### src/rtl/dsf_pkg.sv
// ----------------------------------------------------------------------------
// dsf_pkg
// shared types and constants of the decimal to single float converter
// ----------------------------------------------------------------------------
package dsf_pkg;

    localparam int INT_W      = 4;   // integer digit
    localparam int FRAC_W     = 30;  // fraction digits as an integer
    localparam int LZ_W       = 4;   // leading zeros after the point
    localparam int FLOAT_W    = 32;
    localparam int EXP_W      = 8;
    localparam int MAN_W      = 23;

    // mantissa with hidden bit and round bit, one quotient bit per cell
    localparam int NUM_CELLS  = 25;
    localparam int CNT_W      = 5;

    localparam int MAX_FRACTION_DIGITS = 9;
    localparam logic [EXP_W-1:0] EXP_BIAS_M1 = 8'd126;

    // powers of ten, entries past the last digit are filler and never used
    localparam logic [FRAC_W-1:0] POW10 [0:15] = '{
        30'd1,         30'd10,        30'd100,       30'd1000,
        30'd10000,     30'd100000,    30'd1000000,   30'd10000000,
        30'd100000000, 30'd1000000000,
        30'd1, 30'd1, 30'd1, 30'd1, 30'd1, 30'd1
    };

    // word moved along the row of divider cells
    typedef struct packed {
        logic                 vld;
        logic [FRAC_W-1:0]    rem;
        logic [NUM_CELLS-1:0] quo;
        logic [FRAC_W-1:0]    den;
        logic [INT_W-1:0]     ival;
        logic                 sign;
        logic                 err;
    } t_cell_data;

endpackage

### src/rtl/dsf_front.sv
// ----------------------------------------------------------------------------
// dsf_front
// counts fraction digits, picks the power-of-ten denominator, flags range
// ----------------------------------------------------------------------------
module dsf_front
    import dsf_pkg::*;
(
    input  logic              i_clk,
    input  logic              i_rst_n,
    input  logic              i_load,
    input  logic [INT_W-1:0]  i_ival,
    input  logic [FRAC_W-1:0] i_frac,
    input  logic [LZ_W-1:0]   i_lz,
    input  logic              i_sign,
    output t_cell_data        o_data
);

    t_cell_data r_data;
    logic [3:0] digits;
    logic [4:0] total;
    logic       err;

    // digits = number of powers of ten not above the fraction value
    always_comb begin
        digits = '0;
        for (int k = 0; k <= MAX_FRACTION_DIGITS; k++) begin
            digits = digits + 4'(i_frac >= POW10[k]);
        end
        total = 5'(digits) + 5'(i_lz);
        err   = total > 5'(MAX_FRACTION_DIGITS);
    end

    always_ff @(posedge i_clk) begin
        if (!i_rst_n) begin
            r_data.vld <= 1'b0;
        end else begin
            r_data.vld <= i_load;
            if (i_load) begin
                r_data.rem  <= i_frac;
                r_data.quo  <= '0;
                r_data.den  <= err ? POW10[0] : POW10[total[3:0]];
                r_data.ival <= i_ival;
                r_data.sign <= i_sign;
                r_data.err  <= err;
            end
        end
    end

    assign o_data = r_data;

endmodule

### src/rtl/dsf_cell.sv
// ----------------------------------------------------------------------------
// dsf_cell
// one restoring division step: shift, compare, subtract, one quotient bit
// ----------------------------------------------------------------------------
module dsf_cell
    import dsf_pkg::*;
(
    input  logic       i_clk,
    input  logic       i_rst_n,
    input  t_cell_data i_data,
    output t_cell_data o_data
);

    t_cell_data        r_data;
    t_cell_data        n_data;
    logic [FRAC_W:0]   shifted;
    logic [FRAC_W:0]   diff;
    logic              ge;

    always_comb begin
        shifted = {i_data.rem, 1'b0};
        diff    = shifted - {1'b0, i_data.den};
        ge      = shifted >= {1'b0, i_data.den};
        n_data  = i_data;
        // remainder stays below the denominator, so it fits back in FRAC_W
        n_data.rem = ge ? diff[FRAC_W-1:0] : shifted[FRAC_W-1:0];
        n_data.quo = {i_data.quo[NUM_CELLS-2:0], ge};
    end

    always_ff @(posedge i_clk) begin
        if (!i_rst_n) begin
            r_data.vld <= 1'b0;
        end else begin
            r_data <= n_data;
        end
    end

    assign o_data = r_data;

endmodule

### src/rtl/dsf_norm.sv
// ----------------------------------------------------------------------------
// dsf_norm
// joins integer and fraction bits, normalizes, rounds, packs the float
// ----------------------------------------------------------------------------
module dsf_norm
    import dsf_pkg::*;
(
    input  logic               i_clk,
    input  logic               i_rst_n,
    input  t_cell_data         i_data,
    input  logic               i_out_ready,
    output logic               o_out_valid,
    output logic [FLOAT_W-1:0] o_float,
    output logic               o_err,
    output logic               o_done
);

    localparam logic [1:0] ST_IDLE  = 2'd0;
    localparam logic [1:0] ST_NORM  = 2'd1;
    localparam logic [1:0] ST_ROUND = 2'd2;

    logic [1:0]           r_state, n_state;
    logic [NUM_CELLS-1:0] r_mant, n_mant;
    logic [EXP_W-1:0]     r_expo, n_expo;
    logic                 r_sign, n_sign;
    logic                 r_err, n_err;
    logic                 r_zero, n_zero;
    logic                 r_out_vld, n_out_vld;
    logic [FLOAT_W-1:0]   r_out_float, n_out_float;
    logic                 r_out_err, n_out_err;

    logic [2:0]           len;
    logic [CNT_W-1:0]     nbits;
    logic [NUM_CELLS:0]   sum;
    logic [NUM_CELLS-1:0] rnd;
    logic [NUM_CELLS-1:0] rnd_fix;
    logic [EXP_W-1:0]     exp_fix;
    logic                 out_free;
    logic                 done;

    always_comb begin
        if (i_data.ival[3])      len = 3'd4;
        else if (i_data.ival[2]) len = 3'd3;
        else if (i_data.ival[1]) len = 3'd2;
        else if (i_data.ival[0]) len = 3'd1;
        else                     len = 3'd0;
        nbits = CNT_W'(NUM_CELLS) - CNT_W'(len);

        // round half up, then undo a carry into the bit above the hidden one
        sum = {1'b0, r_mant} + (NUM_CELLS+1)'(1);
        rnd = sum[NUM_CELLS:1];
        if (rnd[NUM_CELLS-1]) begin
            rnd_fix = rnd >> 1;
            exp_fix = r_expo + 8'd1;
        end else begin
            rnd_fix = rnd;
            exp_fix = r_expo;
        end

        out_free = !r_out_vld || i_out_ready;
        done     = 1'b0;

        n_state     = r_state;
        n_mant      = r_mant;
        n_expo      = r_expo;
        n_sign      = r_sign;
        n_err       = r_err;
        n_zero      = r_zero;
        n_out_vld   = r_out_vld && !i_out_ready;
        n_out_float = r_out_float;
        n_out_err   = r_out_err;

        case (r_state)
            ST_IDLE: begin
                if (i_data.vld) begin
                    n_sign = i_data.sign;
                    n_err  = i_data.err;
                    n_expo = EXP_BIAS_M1 + EXP_W'(len);
                    if (len != 3'd0) begin
                        n_mant = (NUM_CELLS'(i_data.ival) << nbits) | (i_data.quo >> len);
                        n_zero = 1'b0;
                    end else begin
                        n_mant = i_data.quo;
                        n_zero = i_data.quo == '0;
                    end
                    n_state = ST_NORM;
                end
            end
            ST_NORM: begin
                // one left shift per cycle until the leading one sits on top
                if (r_err || r_zero || r_mant[NUM_CELLS-1]) begin
                    n_state = ST_ROUND;
                end else begin
                    n_mant = r_mant << 1;
                    n_expo = r_expo - 8'd1;
                end
            end
            ST_ROUND: begin
                if (out_free) begin
                    n_out_vld = 1'b1;
                    n_out_err = r_err;
                    if (r_err) begin
                        n_out_float = '0;
                    end else if (r_zero) begin
                        n_out_float = {r_sign, (FLOAT_W-1)'(0)};
                    end else begin
                        n_out_float = {r_sign, exp_fix, rnd_fix[MAN_W-1:0]};
                    end
                    done    = 1'b1;
                    n_state = ST_IDLE;
                end
            end
            default: begin
                n_state = ST_IDLE;
            end
        endcase
    end

    always_ff @(posedge i_clk) begin
        if (!i_rst_n) begin
            r_state   <= ST_IDLE;
            r_out_vld <= 1'b0;
        end else begin
            r_state   <= n_state;
            r_out_vld <= n_out_vld;
        end
        r_mant      <= n_mant;
        r_expo      <= n_expo;
        r_sign      <= n_sign;
        r_err       <= n_err;
        r_zero      <= n_zero;
        r_out_float <= n_out_float;
        r_out_err   <= n_out_err;
    end

    assign o_out_valid = r_out_vld;
    assign o_float     = r_out_float;
    assign o_err       = r_out_err;
    assign o_done      = done;

    // a nonzero mantissa always reaches the top bit, so the shift loop ends
    a_norm_nonzero: assert property (@(posedge i_clk) disable iff (!i_rst_n)
        (r_state == ST_NORM && !r_err && !r_zero) |-> (r_mant != '0))
        else $error("normalize loop entered with an empty mantissa");

endmodule

### src/rtl/decimal_to_single_float.sv
// ----------------------------------------------------------------------------
// decimal_to_single_float
// converts a split decimal number into an ieee-754 single bit pattern
// ----------------------------------------------------------------------------
// input word on s_axis: integer digit, fraction digits as an integer, count of
// zeros after the point, and the sign. output word on m_axis: the float bits
// in tdata and a range error flag in tuser (fraction digits plus leading
// zeros above nine; the float bits are then zero).
// one word is converted at a time. the input register feeds a row of 25
// divider cells, each producing one quotient bit of fraction / 10^n, then a
// sequencer normalizes by one bit a cycle, rounds half up and packs.
// an accepted word passes the input register and the row of cells, then the
// sequencer loads it, shifts it until the leading one is on top (no shift
// with a nonzero integer digit), rounds it and hands it to the output register.
// s_axis_tready drops on accept and rises once the result is in the output
// register, so the next word enters while a result still waits on a stalled
// m_axis receiver; that result is held until m_axis_tready.
// reset (synchronous, active low) empties the cell row, the sequencer and
// the output register.
// ----------------------------------------------------------------------------
module decimal_to_single_float
    import dsf_pkg::*;
(
    input  logic        i_clk,
    input  logic        i_rst_n,
    input  logic        s_axis_tvalid,
    output logic        s_axis_tready,
    // [3:0] integer_digit, [33:4] fraction_value, [37:34] leading_zeros,
    // [38] negative, [39] zero pad
    input  logic [39:0] s_axis_tdata,
    output logic        m_axis_tvalid,
    input  logic        m_axis_tready,
    // [31:0] float_bits
    output logic [31:0] m_axis_tdata,
    // [0] range_error
    output logic        m_axis_tuser
);

    logic       r_busy;
    logic       accept;
    logic       done;
    t_cell_data link [0:NUM_CELLS];

    assign accept        = s_axis_tvalid && !r_busy;
    assign s_axis_tready = !r_busy;

    // busy from accept until the result sits in the output register
    always_ff @(posedge i_clk) begin
        if (!i_rst_n) begin
            r_busy <= 1'b0;
        end else if (accept) begin
            r_busy <= 1'b1;
        end else if (done) begin
            r_busy <= 1'b0;
        end
    end

    // digit count and denominator select
    dsf_front u_front (
        .i_clk   (i_clk),
        .i_rst_n (i_rst_n),
        .i_load  (accept),
        .i_ival  (s_axis_tdata[3:0]),
        .i_frac  (s_axis_tdata[33:4]),
        .i_lz    (s_axis_tdata[37:34]),
        .i_sign  (s_axis_tdata[38]),
        .o_data  (link[0])
    );

    // row of divider cells, one quotient bit per cell
    for (genvar g = 0; g < NUM_CELLS; g++) begin : g_cell
        dsf_cell u_cell (
            .i_clk   (i_clk),
            .i_rst_n (i_rst_n),
            .i_data  (link[g]),
            .o_data  (link[g+1])
        );
    end

    // normalize, round, pack and hold the result word
    dsf_norm u_norm (
        .i_clk       (i_clk),
        .i_rst_n     (i_rst_n),
        .i_data      (link[NUM_CELLS]),
        .i_out_ready (m_axis_tready),
        .o_out_valid (m_axis_tvalid),
        .o_float     (m_axis_tdata),
        .o_err       (m_axis_tuser),
        .o_done      (done)
    );

    a_one_in_flight: assert property (@(posedge i_clk) disable iff (!i_rst_n)
        accept |=> !s_axis_tready)
        else $error("second word accepted while one is in flight");

    a_done_when_busy: assert property (@(posedge i_clk) disable iff (!i_rst_n)
        done |-> r_busy)
        else $error("result produced with no word in flight");

    a_err_zero_data: assert property (@(posedge i_clk) disable iff (!i_rst_n)
        (m_axis_tvalid && m_axis_tuser) |-> (m_axis_tdata == 32'd0))
        else $error("range error word carries nonzero float bits");

    a_no_denormal: assert property (@(posedge i_clk) disable iff (!i_rst_n)
        (m_axis_tvalid && !m_axis_tuser) |->
            (m_axis_tdata[30:23] != 8'd0 || m_axis_tdata[30:0] == 31'd0))
        else $error("nonzero result with a zero exponent");

endmodule

### config.mk
export PLATFORM = sky130hd
export DESIGN_NAME = decimal_to_single_float
export DESIGN_NICKNAME = d
export VERILOG_FILES = /design/src/rtl/dsf_pkg.sv /design/src/rtl/dsf_front.sv /design/src/rtl/dsf_cell.sv /design/src/rtl/dsf_norm.sv /design/src/rtl/decimal_to_single_float.sv
export SDC_FILE = /design/constraint.sdc
export NUM_CORES = 2
export LEC_CHECK = 0
export BUFFER_PORTS_ARGS = -buffer_cell sky130_fd_sc_hd__buf_2
export CAP_MARGIN = 25
export CORE_ASPECT_RATIO = 2
export CORE_MARGIN = 4
export CORE_UTILIZATION = 39
export DETAILED_ROUTE_END_ITERATION = 12
export PLACE_DENSITY_LB_ADDON = 0.1
export SLEW_MARGIN = 10
export SYNTH_ARGS = -nofsm -noshare
export SYNTH_HDL_FRONTEND = slang
export SYNTH_SLANG_ARGS = --single-unit
### constraint.sdc
create_clock -name i_clk -period 13.84 [get_ports i_clk]
set_input_delay 2.768 -clock i_clk [delete_from_list [all_inputs] [get_ports i_clk]]
set_output_delay 2.768 -clock i_clk [all_outputs]
set_load 0.01 [all_outputs]
==> metrics.cfg <==
[sta]
worst_pin_slew_ns = 1.14
min_period_ns = 9.40
grt_setup_unrepaired = no
relSlewSlack = 0.235
hold_violations = 0
period_share = 0.679
fmax_mhz = 106
slew_viol_final = 0
fin_skew_ns = 0.0559
tns_ns = 0
setup_viol = 0

[setup_path]
worstPathRequired_ns = 14.43
setup.worst_path.start_class = primary input
path_class = primary input to flop
cp.arrival_ns = 9.99
endpoint_kind = flop
crit_fanout = 9
rrSetupSlack_ns = 7.71
reg2reg_depth = 14

[pwr]
max-vdd-ir-drop_uv = 125
powerDensity_nw_per_um2 = 235
p_leak_nw = 46.4

[cts]
ctsHoldBuffers = 0
cts_resized = 0
cts_setup_buffers = 0
clk_pin_slew_worst_paths_ns = 0.08
cts_made_buffers = 196
root_buffer = clkbuf_16
clock-sinks = 1905
clock_latency_ns = 0.87
cts_buffer_depth = 4
ctsHtreeMaxLevel = 4
cts_tree = yes

[finish]
areaGrowthSynthToFinish_pct = 10.5
drive_gt1_frac = 0.0848
final_cell_mix = edfxtp_1 (1,875), a21oi_1 (844), ha_1 (766), inv_1 (749), nand2_1 (699)
finalNetCount = 10300
fillers = 25400
finalNonFillerCells = 13200
layout_commonest_cell = edfxtp_1

[synthesis]
synth_top_family_by_area = compound AO/OA/AOI/OAI gates
yosysWarnings = 0
yosys.area.top_type = edfxtp_1
synth_seq_cells = 1905
ys.flop_type = edfxtp_1
yosysUniqueCellTypes = 97
synth_nets = 10200
synth_top_area_share = 0.532
synthTopCellsByArea = edfxtp_1 (53%), ha_1 (9.0%), a21oi_1 (4.0%)
synth_edf_count = 1875
avgSynthCellArea_um2 = 11.4
synth.area.mux_share = 0.0301
yosys.area_share.simple = 0.0962
yosysSeqAreaShare = 0.537
synth_compound_area_frac = 0.150
syn_area_um2 = 106000
synth_xor_area_frac = 0.0536
synth_fa_ha_area_frac = 0.0963
synthCells = 9332
ys_async_sr_fraction = 0

[floorplan]
fp.dieH_um = 745
die_area_um2 = 281000
die_w_um = 377
rows = 270
initial_utilization = 0.392
core_um2 = 270000
pin_count = 79

[routing]
antenna_left = 0
vias = 71900
routed_via_density = 5.46
routed_wl_mm = 321
firstDrtPassIters = 5
wl_per_cell_um = 24.4
drc = 0
drtIter0Drc = 3322

[placement]
numPortBuffers = 77
gp_congestion = 0.973
hpwl_mm = 254
place_inst = 12800

[run]
drv_cap = 0

[status]
outcome = complete, no violations

[global_route]
overflow = 0
grt_max_degree = 191
antenna_found_initial = 15
grt_pass1_vias = 76400
track_usage = 0.224
grt_pass1_wl_mm = 463

[min_path]
hold_path.class = flop to flop
worstHoldPathCells = 0

==> report_power, final <==
part,leakage (nW),switching [W],internal [W]
combinational,24.8,0.00772,0.00518
clock,3.10,0.00233,0.00304
sequential,18.5,0.000899,0.00840
total,46.4,0.0109,0.0166
==> metal layers <==
| layer | global-route usage | part of all wire | vias up |
|---|---|---|---|
| met5 | 0 | 0.00016 | - |
| met4 | 0.224 | 0.12 | 8 |
| met3 | 0.0241 | 0.023 | 944 |
| met2 | 0.496 | 0.61 | 1408 |
| met1 | 0.140 | 0.25 | 35000 |
| li1 | - | - | 34600 |
==> state kept, by name (all words and copies together), names as in the netlist <==
| register | count |
|---|---|
| g_cell.u_cell.o_data | 1772 |
| r_busy | 1 |
| u_front.o_data | 60 |
| u_norm.o_err | 1 |
| u_norm.o_float | 32 |
| u_norm.o_out_valid | 1 |
| u_norm.r_err | 1 |
| u_norm.r_expo | 8 |
| u_norm.r_mant | 25 |
| u_norm.r_sign | 1 |
| u_norm.r_state | 2 |
| u_norm.r_zero | 1 |
==> metrics by stage <==
step | setup slack, ns | utilization | hold slack [ns] | total power [W] | cell area (um2)
finish | 4.44 | 0.433 | 0.372 | 0.0276 | 117000
detailed placement | 3.57 | 0.409 | 0.405 | 0.0222 | 111000
CTS | 4.45 | 0.432 | 0.373 | 0.0277 | 117000
global placement | 3.36 | 0.409 | 0.400 | 0.0220 | 111000
global route | 3.98 | 0.433 | 0.384 | 0.0292 | 117000
floorplan | 4.95 | - | 0.400 | 0.0180 | 106000
==> kinds of logic (layout without fill, tap and decap cells) <==
group | Yosys count | in the layout
mux | 275 | 275
fa+ha+maj | 797 | 797
xor+xnor | 648 | 648
flops | 1905 | 1905
buf+inv | 1006 | 1258
simple gates | 2138 | 2138
other cells | 0 | 39
compound gates | 2563 | 2563
==> layout make-up <==
type                            count  area [um2]  area share
Clock buffer                      222        5120      0.0437
Antenna cell                       39        97.6    0.000834
Inverter                          749        2810      0.0240
Timing Repair Buffer              163        1140     0.00972
Sequential cell                  1905       56900       0.486
Multi-Input combinational cell   6421       45400       0.388
Clock inverter                    124        1170     0.00997
Tap cell                         3536        4420      0.0378
==> synthesized netlist by cell type (all sizes together) (16+ instances only) <==
cell	number
a211o	36
a211oi	52
a21boi	32
a21o	387
a21oi	848
a221oi	16
a311oi	16
a31oi	68
a41oi	18
and2	48
and3	68
and4	25
buf	73
clkbuf	184
dfxtp	30
edfxtp	1875
fa	31
ha	766
inv	749
mux2	263
nand2	701
nand2b	103
nand3	158
nand3b	21
nand4	119
nor2	516
nor2b	125
nor3	125
nor4	35
o211ai	49
o21a	88
o21ai	679
o21bai	73
o22ai	23
o31a	22
o31ai	37
o41ai	17
or2	33
xnor2	353
xor2	295
==> critical path, stage by stage <==
cell	delay [ns]
buf_2	0.11
or3_1	0.39
nor4_1	0.37
nand3_1	0.15
or2_2	0.32
nor4_1	0.61
and4_1	0.39
o21a_1	0.17
fa_1	0.41
fa_1	0.52
fa_1	0.52
fa_1	0.48
fa_1	0.50
inv_1	0.07
fa_1	0.46
xnor2_1	0.67
o21ai_0	0.21
a21o_1	0.31
nor3b_1	0.47
nor2_1	0.09
==> path summary, 6_finish.rpt <==
path                                       end                   startpoint
setup / recovery             u_front.o_data[6]             s_axis_tdata[31]
hold / removal      g_cell[8].u_cell.o_data[2]   g_cell[7].u_cell.o_data[2]
setup reg to reg  g_cell[14].u_cell.o_data[76]  g_cell[13].u_cell.o_data[7]
hold reg to reg     g_cell[8].u_cell.o_data[2]   g_cell[7].u_cell.o_data[2]
No activity file was read; power rests on OpenSTA's default activity.
